<file path="src/hw/rtl/paik_pkg.sv">
// Shared constants, widths and the sine table builder for the planar arm IK step core.
`timescale 1ns / 1ps
`default_nettype none
package paik_pkg;

	// Default sizing. The angle resolution must be a power of two.
	localparam int JOINTS_DEF      = 4;
	localparam int ANGLE_STEPS_DEF = 512;
	localparam int LINKS           = 4;

	// Port widths.
	localparam int TARGET_W    = 12;
	localparam int TIP_W       = 19;
	localparam int ANGLE_OUT_W = 9;
	localparam int JOINT_OUT_W = 2;
	localparam int LINK_W      = 8;
	localparam int SETTLE_W    = 16;
	localparam int CFG_IDX_W   = 3;
	localparam int CFG_DATA_W  = 16;

	// Internal arithmetic widths.
	localparam int FRAC_W      = 8;
	localparam int TARGET_FP_W = TARGET_W + FRAC_W;
	localparam int MAG_W       = 15;
	localparam int TRIG_W      = MAG_W + 1;
	localparam int MUL_W       = 21;
	localparam int PROD_W      = 2 * MUL_W;
	localparam int ACC_W       = 26;
	localparam int DIST_W      = PROD_W;
	localparam int ROUND_SHIFT = 6;
	localparam int ROUND_BIAS  = 32;
	localparam int TIP_MAX     = 262143;
	localparam int TIP_MIN     = -262144;

	// Configuration register indexes.
	localparam logic [CFG_IDX_W-1:0] CFG_LINK0  = 3'd0;
	localparam logic [CFG_IDX_W-1:0] CFG_LINK1  = 3'd1;
	localparam logic [CFG_IDX_W-1:0] CFG_LINK2  = 3'd2;
	localparam logic [CFG_IDX_W-1:0] CFG_LINK3  = 3'd3;
	localparam logic [CFG_IDX_W-1:0] CFG_SETTLE = 3'd4;

	// Register reset values.
	localparam logic [LINK_W-1:0]   LINK0_RST  = 8'd50;
	localparam logic [LINK_W-1:0]   LINK1_RST  = 8'd70;
	localparam logic [LINK_W-1:0]   LINK2_RST  = 8'd30;
	localparam logic [LINK_W-1:0]   LINK3_RST  = 8'd15;
	localparam logic [SETTLE_W-1:0] SETTLE_RST = 16'd512;

	// Q30 odd polynomial for sine over one quadrant.
	localparam longint Q30_ONE = 64'sd1073741824;
	localparam longint C1      = 64'sd1686629713;
	localparam longint C3      = -64'sd693598669;
	localparam longint C5      = 64'sd85569306;
	localparam longint C7      = -64'sd5026995;
	localparam longint C9      = 64'sd172272;
	localparam longint C11     = -64'sd3864;
	localparam longint MAG_ONE = 64'sd16384;
	localparam longint HALF_LSB = 64'sd32768;
	localparam longint LSB_DIV  = 64'sd65536;

	// Q14 sine magnitude at quadrant step m, with 2**angle_w steps per turn.
	// Evaluated at elaboration only, to fill the quarter-wave table.
	function automatic logic [MAG_W-1:0] quarter_sine(input int m, input int angle_w);
		longint t;
		longint t2;
		longint acc;
		longint v;
		longint mag;
		t   = longint'(m) << (32 - angle_w);
		t2  = (t * t) / Q30_ONE;
		acc = C11;
		acc = C9 + (acc * t2) / Q30_ONE;
		acc = C7 + (acc * t2) / Q30_ONE;
		acc = C5 + (acc * t2) / Q30_ONE;
		acc = C3 + (acc * t2) / Q30_ONE;
		acc = C1 + (acc * t2) / Q30_ONE;
		v   = (acc * t) / Q30_ONE;
		mag = (v > 0) ? (v + HALF_LSB) / LSB_DIV : 64'sd0;
		if (mag > MAG_ONE) begin
			mag = MAG_ONE;
		end
		return MAG_W'(mag);
	endfunction

endpackage
`default_nettype wire

</file>
<file path="src/hw/rtl/planar_arm_ik_coordinate_step_core.sv">
// Planar arm inverse kinematics: one coordinate descent step per input transfer.
//
// Input channel (in_valid / in_stall): one transfer per update tick carrying the target
// point in whole pixels and a restart flag that points the active joint back at the last
// joint. Output channel (out_valid / out_stall): one result transfer per tick with the tip
// position (8 fraction bits), all joint angles, whether a joint moved and the joint that
// the next tick will adjust. The cfg channel writes link lengths and the settle distance;
// cfg_ready is always high, and writes belong to idle periods.
// All arithmetic runs through one shared multiplier with a two-stage pipeline, fed one
// product per cycle by a small sequencer. A settled tick runs one forward kinematics
// pass; a tick that moves a joint runs three passes. in_stall is high from the input
// transfer until the result has been written to the output register. The output
// register lets the next tick start while a result waits; if the receiver stalls for
// longer than a whole tick, the sequencer holds its next result until the output
// register frees up. Reset restores the link lengths and settle distance, zeroes all
// angles, points at the last joint and empties the output register.
`timescale 1ns / 1ps
`default_nettype none
module planar_arm_ik_coordinate_step_core #(
	parameter int JOINTS      = paik_pkg::JOINTS_DEF,
	parameter int ANGLE_STEPS = paik_pkg::ANGLE_STEPS_DEF
) (
	input  wire logic                                  clk,
	input  wire logic                                  arst_n,
	input  wire logic                                  in_valid,
	output logic                                       in_stall,
	input  wire logic signed [paik_pkg::TARGET_W-1:0]  target_x,
	input  wire logic signed [paik_pkg::TARGET_W-1:0]  target_y,
	input  wire logic                                  restart,
	output logic                                       out_valid,
	input  wire logic                                  out_stall,
	output logic signed [paik_pkg::TIP_W-1:0]          tip_x,
	output logic signed [paik_pkg::TIP_W-1:0]          tip_y,
	output logic [paik_pkg::ANGLE_OUT_W-1:0]           angle_first,
	output logic [paik_pkg::ANGLE_OUT_W-1:0]           angle_second,
	output logic [paik_pkg::ANGLE_OUT_W-1:0]           angle_third,
	output logic [paik_pkg::ANGLE_OUT_W-1:0]           angle_fourth,
	output logic                                       moved,
	output logic [paik_pkg::JOINT_OUT_W-1:0]           active_joint,
	input  wire logic                                  cfg_valid,
	output logic                                       cfg_ready,
	input  wire logic [paik_pkg::CFG_IDX_W-1:0]        cfg_index,
	input  wire logic [paik_pkg::CFG_DATA_W-1:0]       cfg_data
);
	import paik_pkg::*;

	localparam int AW = $clog2(ANGLE_STEPS);
	localparam int QN = ANGLE_STEPS / 4;
	localparam int JW = (JOINTS > 1) ? $clog2(JOINTS) : 1;
	localparam int KW = JW + 1;
	localparam int RW = ACC_W - ROUND_SHIFT;
	localparam int OUT_ANGLES = 4;

	localparam logic [JW-1:0]     LAST_JOINT = JW'(JOINTS - 1);
	localparam logic [KW-1:0]     K_FK_LAST  = KW'(2 * JOINTS - 1);
	localparam logic [KW-1:0]     K_DX       = KW'(0);
	localparam logic [KW-1:0]     K_DY       = KW'(1);
	localparam logic [KW-1:0]     K_SETTLE   = KW'(2);
	localparam logic [AW-1:0]     QN_ANG     = AW'(QN);
	localparam logic [AW-2:0]     QN_IDX     = (AW - 1)'(QN);
	localparam logic signed [RW-1:0] R_MAX   = RW'(TIP_MAX);
	localparam logic signed [RW-1:0] R_MIN   = RW'(TIP_MIN);

	typedef enum logic [2:0] {
		ST_IDLE,
		ST_FK,
		ST_FK_DRAIN,
		ST_DIST,
		ST_DIST_DRAIN,
		ST_DONE
	} state_t;

	typedef enum logic [1:0] {
		PASS_BASE,
		PASS_PLUS,
		PASS_MINUS
	} pass_t;

	typedef enum logic [1:0] {
		OP_X,
		OP_Y,
		OP_DIST,
		OP_SETTLE
	} op_t;

	// Round Q14 sum to Q8 (half up) and saturate to the tip range.
	function automatic logic signed [TIP_W-1:0] round_tip(input logic signed [ACC_W-1:0] s);
		logic signed [ACC_W-1:0] b;
		logic signed [RW-1:0]    r;
		b = s + ACC_W'(ROUND_BIAS);
		r = RW'(b >>> ROUND_SHIFT);
		if (r > R_MAX) begin
			r = R_MAX;
		end else if (r < R_MIN) begin
			r = R_MIN;
		end
		return TIP_W'(r);
	endfunction

	// Control state.
	state_t              state_q;
	pass_t               pass_q;
	logic [KW-1:0]       k_q;
	logic [JW-1:0]       ptr_q;
	logic [AW-1:0]       angle_q [JOINTS];
	logic [LINK_W-1:0]   link_q [LINKS];
	logic [SETTLE_W-1:0] settle_q;
	logic                s1_valid_q;
	logic                s2_valid_q;
	logic                out_valid_q;
	logic signed [TIP_W-1:0]   tip_x_q;
	logic signed [TIP_W-1:0]   tip_y_q;
	logic [ANGLE_OUT_W-1:0]    out_angle_q [OUT_ANGLES];
	logic                      moved_q;
	logic [JOINT_OUT_W-1:0]    active_q;

	// Datapath.
	logic signed [TARGET_FP_W-1:0] tx_q;
	logic signed [TARGET_FP_W-1:0] ty_q;
	logic [AW-1:0]                 orig_q;
	op_t                           s1_op_q;
	logic signed [MUL_W-1:0]       s1_a_q;
	logic signed [MUL_W-1:0]       s1_b_q;
	op_t                           s2_op_q;
	logic signed [PROD_W-1:0]      s2_prod_q;
	logic signed [ACC_W-1:0]       acc_x_q;
	logic signed [ACC_W-1:0]       acc_y_q;
	logic signed [TIP_W-1:0]       cur_x_q;
	logic signed [TIP_W-1:0]       cur_y_q;
	logic [DIST_W-1:0]             dist_q;
	logic [DIST_W-1:0]             settle_sq_q;
	logic [DIST_W-1:0]             dist_plus_q;
	logic signed [TIP_W-1:0]       plus_x_q;
	logic signed [TIP_W-1:0]       plus_y_q;
	logic signed [TIP_W-1:0]       fin_x_q;
	logic signed [TIP_W-1:0]       fin_y_q;
	logic                          fin_moved_q;

	// Combinational.
	logic                    take;
	logic                    pipe_empty;
	logic                    out_free;
	logic                    decide;
	logic                    settled;
	logic                    pick_plus;
	logic [JW-1:0]           jnt;
	logic [JW+1:0]           jnt_ext;
	logic [AW-1:0]           ang_j;
	logic [LINK_W-1:0]       len_j;
	logic [KW-1:0]           k_dist_last;
	logic [AW-1:0]           look_ang;
	logic [1:0]              look_quad;
	logic [AW-2:0]           look_m;
	logic [AW-2:0]           look_idx;
	logic [MAG_W-1:0]        look_mag;
	logic signed [TRIG_W-1:0] look_trig;
	logic                    issue_valid;
	op_t                     issue_op;
	logic signed [MUL_W-1:0] issue_a;
	logic signed [MUL_W-1:0] issue_b;
	logic signed [MUL_W-1:0] dx;
	logic signed [MUL_W-1:0] dy;
	logic [MAG_W-1:0]        sine_tab [QN + 1];
	logic [ANGLE_OUT_W-1:0]  ang_view [OUT_ANGLES];

	// Quarter-wave sine table, built at elaboration.
	for (genvar g = 0; g <= QN; g++) begin : g_tab
		assign sine_tab[g] = quarter_sine(g, AW);
	end

	for (genvar g = 0; g < OUT_ANGLES; g++) begin : g_view
		if (g < JOINTS) begin : g_on
			assign ang_view[g] = ANGLE_OUT_W'(angle_q[g]);
		end else begin : g_off
			assign ang_view[g] = '0;
		end
	end

	assign take       = in_valid && !in_stall;
	assign in_stall   = (state_q != ST_IDLE);
	assign pipe_empty = !s1_valid_q && !s2_valid_q;
	assign out_free   = !out_valid_q || !out_stall;
	assign decide     = (state_q == ST_DIST_DRAIN) && pipe_empty;
	assign settled    = !(dist_q > settle_sq_q);
	assign pick_plus  = dist_plus_q < dist_q;
	assign cfg_ready  = 1'b1;

	assign jnt         = k_q[KW-1:1];
	assign jnt_ext     = (JW + 2)'(jnt);
	assign ang_j       = angle_q[jnt];
	assign len_j       = (int'(jnt) < LINKS) ? link_q[jnt_ext[1:0]] : '0;
	assign k_dist_last = (pass_q == PASS_BASE) ? K_SETTLE : K_DY;

	assign dx = MUL_W'(tx_q) - MUL_W'(cur_x_q);
	assign dy = MUL_W'(ty_q) - MUL_W'(cur_y_q);

	// Even k feeds cosine into x, odd k feeds sine into y.
	assign look_ang  = k_q[0] ? ang_j : ang_j + QN_ANG;
	assign look_quad = look_ang[AW-1 -: 2];
	assign look_m    = {1'b0, look_ang[AW-3:0]};
	assign look_idx  = look_quad[0] ? (QN_IDX - look_m) : look_m;
	assign look_mag  = sine_tab[look_idx];
	assign look_trig = look_quad[1] ? -signed'({1'b0, look_mag}) : signed'({1'b0, look_mag});

	always_comb begin
		issue_valid = 1'b0;
		issue_op    = OP_X;
		issue_a     = '0;
		issue_b     = '0;
		unique case (state_q)
			ST_FK: begin
				issue_valid = 1'b1;
				issue_op    = k_q[0] ? OP_Y : OP_X;
				issue_a     = MUL_W'(signed'({1'b0, len_j}));
				issue_b     = MUL_W'(look_trig);
			end
			ST_DIST: begin
				issue_valid = 1'b1;
				case (k_q)
					K_DX: begin
						issue_op = OP_DIST;
						issue_a  = dx;
						issue_b  = dx;
					end
					K_DY: begin
						issue_op = OP_DIST;
						issue_a  = dy;
						issue_b  = dy;
					end
					default: begin
						issue_op = OP_SETTLE;
						issue_a  = MUL_W'(signed'({1'b0, settle_q}));
						issue_b  = MUL_W'(signed'({1'b0, settle_q}));
					end
				endcase
			end
			default: begin
				issue_valid = 1'b0;
			end
		endcase
	end

	// Sequencer, architectural state, configuration and output register.
	always_ff @(posedge clk or negedge arst_n) begin
		if (!arst_n) begin
			state_q     <= ST_IDLE;
			pass_q      <= PASS_BASE;
			k_q         <= '0;
			ptr_q       <= LAST_JOINT;
			for (int i = 0; i < JOINTS; i++) begin
				angle_q[i] <= '0;
			end
			link_q[0]   <= LINK0_RST;
			link_q[1]   <= LINK1_RST;
			link_q[2]   <= LINK2_RST;
			link_q[3]   <= LINK3_RST;
			settle_q    <= SETTLE_RST;
			s1_valid_q  <= 1'b0;
			s2_valid_q  <= 1'b0;
			out_valid_q <= 1'b0;
			tip_x_q     <= '0;
			tip_y_q     <= '0;
			for (int i = 0; i < OUT_ANGLES; i++) begin
				out_angle_q[i] <= '0;
			end
			moved_q     <= 1'b0;
			active_q    <= '0;
		end else begin
			s1_valid_q <= issue_valid;
			s2_valid_q <= s1_valid_q;

			if (cfg_valid && cfg_ready) begin
				unique case (cfg_index) inside
					CFG_LINK0, CFG_LINK1, CFG_LINK2, CFG_LINK3: begin
						link_q[cfg_index[1:0]] <= cfg_data[LINK_W-1:0];
					end
					CFG_SETTLE: begin
						settle_q <= cfg_data[SETTLE_W-1:0];
					end
					default: begin
					end
				endcase
			end

			unique case (state_q)
				ST_IDLE: begin
					if (take) begin
						state_q <= ST_FK;
						pass_q  <= PASS_BASE;
						k_q     <= '0;
						if (restart) begin
							ptr_q <= LAST_JOINT;
						end
					end
				end
				ST_FK: begin
					k_q <= k_q + 1'b1;
					if (k_q == K_FK_LAST) begin
						state_q <= ST_FK_DRAIN;
					end
				end
				ST_FK_DRAIN: begin
					if (pipe_empty) begin
						state_q <= ST_DIST;
						k_q     <= '0;
					end
				end
				ST_DIST: begin
					k_q <= k_q + 1'b1;
					if (k_q == k_dist_last) begin
						state_q <= ST_DIST_DRAIN;
					end
				end
				ST_DIST_DRAIN: begin
					if (pipe_empty) begin
						k_q <= '0;
						unique case (pass_q)
							PASS_BASE: begin
								if (settled) begin
									state_q <= ST_DONE;
								end else begin
									angle_q[ptr_q] <= orig_q + 1'b1;
									pass_q         <= PASS_PLUS;
									state_q        <= ST_FK;
								end
							end
							PASS_PLUS: begin
								angle_q[ptr_q] <= orig_q - 1'b1;
								pass_q         <= PASS_MINUS;
								state_q        <= ST_FK;
							end
							default: begin
								// The minus trial is already in place; a tie keeps it.
								if (pick_plus) begin
									angle_q[ptr_q] <= orig_q + 1'b1;
								end
								ptr_q   <= (ptr_q == '0) ? LAST_JOINT : ptr_q - 1'b1;
								state_q <= ST_DONE;
							end
						endcase
					end
				end
				ST_DONE: begin
					if (out_free) begin
						state_q <= ST_IDLE;
					end
				end
				default: begin
					state_q <= ST_IDLE;
				end
			endcase

			if ((state_q == ST_DONE) && out_free) begin
				out_valid_q <= 1'b1;
				tip_x_q     <= fin_x_q;
				tip_y_q     <= fin_y_q;
				for (int i = 0; i < OUT_ANGLES; i++) begin
					out_angle_q[i] <= ang_view[i];
				end
				moved_q     <= fin_moved_q;
				active_q    <= JOINT_OUT_W'(ptr_q);
			end else if (!out_stall) begin
				out_valid_q <= 1'b0;
			end
		end
	end

	// Multiplier pipeline and accumulators.
	always_ff @(posedge clk) begin
		if (take) begin
			tx_q <= signed'({target_x, FRAC_W'(0)});
			ty_q <= signed'({target_y, FRAC_W'(0)});
		end

		if ((state_q == ST_FK) && (pass_q == PASS_BASE) && (jnt == ptr_q)) begin
			orig_q <= ang_j;
		end

		s1_op_q   <= issue_op;
		s1_a_q    <= issue_a;
		s1_b_q    <= issue_b;
		s2_op_q   <= s1_op_q;
		s2_prod_q <= s1_a_q * s1_b_q;

		if (take || decide) begin
			acc_x_q <= '0;
			acc_y_q <= '0;
		end else if (s2_valid_q && (s2_op_q == OP_X)) begin
			acc_x_q <= acc_x_q + ACC_W'(s2_prod_q);
		end else if (s2_valid_q && (s2_op_q == OP_Y)) begin
			acc_y_q <= acc_y_q + ACC_W'(s2_prod_q);
		end

		if ((state_q == ST_FK_DRAIN) && pipe_empty) begin
			cur_x_q <= round_tip(acc_x_q);
			cur_y_q <= round_tip(acc_y_q);
			dist_q  <= '0;
		end else if (s2_valid_q && (s2_op_q == OP_DIST)) begin
			dist_q <= dist_q + DIST_W'(s2_prod_q);
		end

		if (s2_valid_q && (s2_op_q == OP_SETTLE)) begin
			settle_sq_q <= DIST_W'(s2_prod_q);
		end

		if (decide) begin
			case (pass_q)
				PASS_BASE: begin
					fin_x_q     <= cur_x_q;
					fin_y_q     <= cur_y_q;
					fin_moved_q <= 1'b0;
				end
				PASS_PLUS: begin
					dist_plus_q <= dist_q;
					plus_x_q    <= cur_x_q;
					plus_y_q    <= cur_y_q;
				end
				default: begin
					fin_x_q     <= pick_plus ? plus_x_q : cur_x_q;
					fin_y_q     <= pick_plus ? plus_y_q : cur_y_q;
					fin_moved_q <= 1'b1;
				end
			endcase
		end
	end

	assign out_valid    = out_valid_q;
	assign tip_x        = tip_x_q;
	assign tip_y        = tip_y_q;
	assign angle_first  = out_angle_q[0];
	assign angle_second = out_angle_q[1];
	assign angle_third  = out_angle_q[2];
	assign angle_fourth = out_angle_q[3];
	assign moved        = moved_q;
	assign active_joint = active_q;

endmodule
`default_nettype wire

</file>
<file path="config.mk">
export PLATFORM = sky130hd
export DESIGN_NAME = planar_arm_ik_coordinate_step_core
export DESIGN_NICKNAME = d
export VERILOG_FILES = /design/src/hw/rtl/paik_pkg.sv /design/src/hw/rtl/planar_arm_ik_coordinate_step_core.sv
export SDC_FILE = /design/constraint.sdc
export NUM_CORES = 2
export LEC_CHECK = 0
export ABC_AREA = 1
export BUFFER_PORTS_ARGS = -buffer_cell sky130_fd_sc_hd__buf_4
export CORE_MARGIN = 1
export CORE_UTILIZATION = 45
export DETAILED_ROUTE_END_ITERATION = 8
export GPL_TIMING_DRIVEN = 0
export PLACE_DENSITY_LB_ADDON = 0.12
export REMOVE_ABC_BUFFERS = 1
export SYNTH_ARGS = -nofsm -noshare
export SYNTH_HDL_FRONTEND = slang
export SYNTH_SLANG_ARGS = --single-unit
export TNS_END_PERCENT = 30
</file>
<file path="constraint.sdc">
create_clock -name clk -period 9.5 [get_ports clk]
set_input_delay 1.9 -clock clk [delete_from_list [all_inputs] [get_ports clk]]
set_output_delay 1.9 -clock clk [all_outputs]
set_load 0.1 [all_outputs]
</file>
==> metrics <==
Die Height=about 330 um; clock buffer depth=3; hold_sp=s1_op_q[1]; Clk Tree Root Cell=clkbuf_16; Core Rows=between 100 and 150; Worst Hold Endpoint=s2_op_q[1]; clk slew on worst S/H paths=approximately 0.060 ns; # resized after CTS=0; initial antenna violation count=0; die area=110300 um2; WL final=132400 um; syn avg cell area=8.434 um2; Final Hold Fails=0; vias in the first global route=slightly below 40000; Core ar.=107500 um2; total negative setup slack=0 ns; Unique masters post-synth=68; vias per cell=5.185; Rel. slew slack=about 6.7%; Post-synth ARST share=29.59%; Syn. warnings=0; I/O pin count=between 100 and 150; FMAX=126.7 MHz; DR DRC count=0; Startpoint Class=register; Synth Cell Area=around 49000 um2; WP data required=roughly 10 ns; total track usage=24.36%; postcts setup bufs=0; RePlAce Congestion=0.9453; die width=roughly 330 um; flop-to-flop setup slack=1.61 ns; FF-to-FF path depth=25; Power Dens Cells=343.1 nW/um2; Worst Clk Skew=between 0.02 and 0.03 ns; placed insts=7176; hold buffer count at cts=0; Post-Layout Cell Count=roughly 7300; DRT met1 WL=59730 um; Worst-Skew Late Latency=0.64 ns; capturing point of the worst reg2reg path=s2_prod_q[39]; Layout area overhead=9.200%; DR vias=37840; synthesis-stage register bit count=between 500 and 600; register area share after synthesis=30.56%; share of cells above drive strength 1=7.293%; global-route wire length before repair=212300 um; PortBufs=127; status=finished clean; number of routed nets with antenna violations=0; total gr overflow=0; Met2 Routed Length=63580 um; EDFF count, synth=232; Setup Viol. Count Final=0; Synth Instances=a little under 6000; # nets final=6693; drt pass-1 iters=5; CTS tree=built; # diodes=0; htree depth=3; cts bufs inserted=67; hold path depth=0; worst hold path class=reg -> reg; crit end category=register; largest net degree at the start of global routing=approximately 110; Worst VDD drop=roughly 0.30 mV; RSZ-0062 raised after global routing=no; Pleak=between 0.02 and 0.03 uW; top layer in use=met4; Iter 0 DRT Violations=2574; minimum clock period=7.893 ns; initial core utilization=a little under half; clock sink total=588; Setup Crit Path Kind=reg -> reg; crit-path max FO=21; Synth Flop Type=edfxtp_1; Avg WL per Cell=18.14 um; period utilization=83.08%; Slew @ Worst Pin=1.398 ns; worst r2r src=s1_b_q[17]; hpwl dp=100900 um; max cap viols=0; Critical Path AT=8.45 ns; Slew Limit Fails=0; WL met3=5808 um
[cell type report]
type                       instances  area [um2]
clock buffer                      94        1849
clock inverter                    29       354.1
fill                           10420       53950
inverter                        1220        4591
multi-input combinational       3818       28740
sequential                       588       14990
tap                             1403        1755
timing repair buffer             147        1280
[power breakdown]
group	switching (uW)	total [uW]	leakage [uW]	internal [uW]
Clock	1090	2610	0.00107	1520
Combinational	7790	11400	0.0209	3650
Sequential	1000	4340	0.00584	3330
[cells by family (layout without fill, tap and decap cells)]
kind of cell / Yosys count / count (layout) / synth area share (%)
other: 1 / 1 / 0.007647
multiplexers: 61 / 61 / 1.401
flip-flops: 588 / 588 / 30.56
buffers and inverters: 1409 / 1490 / 11.06
adder cells (fa/ha/maj): 802 / 802 / 27.53
AND/OR/NAND/NOR: 1813 / 1813 / 15.50
XOR/XNOR: 172 / 172 / 3.087
AO/OA/AOI/OAI: 969 / 969 / 10.85
[synthesized netlist by cell type (6+ instances only)]
library cell	count	area (um2)
inv_1	1199	4501
nand2_1	1149	4313
fa_1	462	9249
a21oi_1	438	2192
o21ai_0	341	1707
ha_1	340	4254
nor2_1	285	1070
edfxtp_1	232	6967
nand3_1	213	1066
dfxtp_1	182	3643
dfrtp_1	157	3929
clkbuf_1	148	555.5
xor2_1	106	928.4
xnor2_1	65	569.3
mux2_2	61	686.9
nor3_1	42	210.2
nand4_1	34	212.7
a31oi_1	27	168.9
o211ai_1	22	165.2
o21a_1	21	157.7
o21ai_1	21	105.1
buf_2	17	85.08
dfstp_2	17	446.7
inv_2	17	63.81
nand2_2	17	106.4
o221ai_1	17	148.9
nand3_2	15	150.1
o31ai_1	15	112.6
or2_2	12	75.07
a21o_1	10	75.07
buf_6	10	112.6
nor4_1	10	62.56
a21boi_0	9	67.56
nand2_4	9	101.4
o21bai_1	9	67.56
a221o_1	8	80.08
a211oi_1	7	52.55
buf_4	7	52.55
nor2_2	7	43.79
buf_1	6	22.52
[registers in the layout (all words and copies together) (netlist names), 12 cells and up]
| signal | cells |
|---|---|
| acc_y_q | 26 |
| plus_y_q | 19 |
| tip_y | 19 |
| fin_y_q | 19 |
| tx_q | 12 |
| settle_q | 16 |
| s1_b_q | 21 |
| acc_x_q | 26 |
| s2_prod_q | 42 |
| ty_q | 12 |
| ang_view | 36 |
| link_q | 32 |
| plus_x_q | 19 |
| dist_q | 42 |
| cur_y_q | 19 |
| settle_sq_q | 42 |
| dist_plus_q | 42 |
| tip_x | 19 |
| cur_x_q | 19 |
| s1_a_q | 21 |
| fin_x_q | 19 |
[worst max-delay path, stage by stage, from the launching register on]
cell,delay (ns)
dfxtp_1,1.24
nand2_1,0.20
fa_1,0.58
inv_1,0.05
fa_1,0.47
fa_1,0.52
fa_1,0.53
fa_1,0.52
fa_1,0.59
inv_1,0.07
fa_1,0.59
inv_1,0.06
ha_1,0.37
nand2_1,0.12
nor2_1,0.23
nand2_1,0.09
nor4_1,0.49
a21oi_1,0.21
inv_1,0.09
a21oi_1,0.08
inv_1,0.06
a21oi_1,0.08
inv_1,0.06
a21oi_1,0.10
o21ai_0,0.21
xor2_1,0.16
[how the worst max path moves through the flow]
stage                          start             to  depth (start not counted)
after floorplan           s1_b_q[20]  s2_prod_q[39]                         26
after global placement      in_valid       ptr_q[0]                          6
after detailed placement  s1_b_q[17]  s2_prod_q[39]                         25
after CTS                 s1_b_q[17]  s2_prod_q[39]                         25
after global routing      s1_b_q[16]  s2_prod_q[39]                         25
final                     s1_b_q[17]  s2_prod_q[39]                         25
[cell usage in the layout, fill, tap and decap left out, types with 65 or more instances in the layout]
master and instances:
ha_1 340, clkbuf_16 68, nand2_1 1149, inv_1 1199
buf_4 128, nor2_1 281, edfxtp_1 232, xnor2_1 65
dfxtp_1 182, fa_1 462, a21oi_1 438, dfrtp_1 156
xor2_1 106, nand3_1 211, o21ai_0 340
[layer usage]
| layer | vias to the layer above | GRT usage, % |
|---|---|---|
| li1 | 18430 | - |
| met1 | 18410 | 32.63 |
| met2 | 828 | 41.50 |
| met3 | 181 | 2.826 |
| met4 | 0 | 6.875 |
| met5 | - | 0 |
[metrics by stage]
stage	total power, uW	hold slack [ns]	area, um2	worst slack [ns]	utilization, %
2_1_floorplan	12290	0.3096	48210	2.849	-
3_3_place_gp	15620	0.3104	50920	0.9177	47.36
3_5_place_dp	15730	0.3205	51350	1.638	47.77
4_1_cts	18420	0.3340	53550	1.616	49.82
5_1_grt	20030	0.3423	53550	1.135	49.82
6_report	18380	0.3315	53550	1.607	49.82
Note: power is estimated with default switching activity, not from simulation.
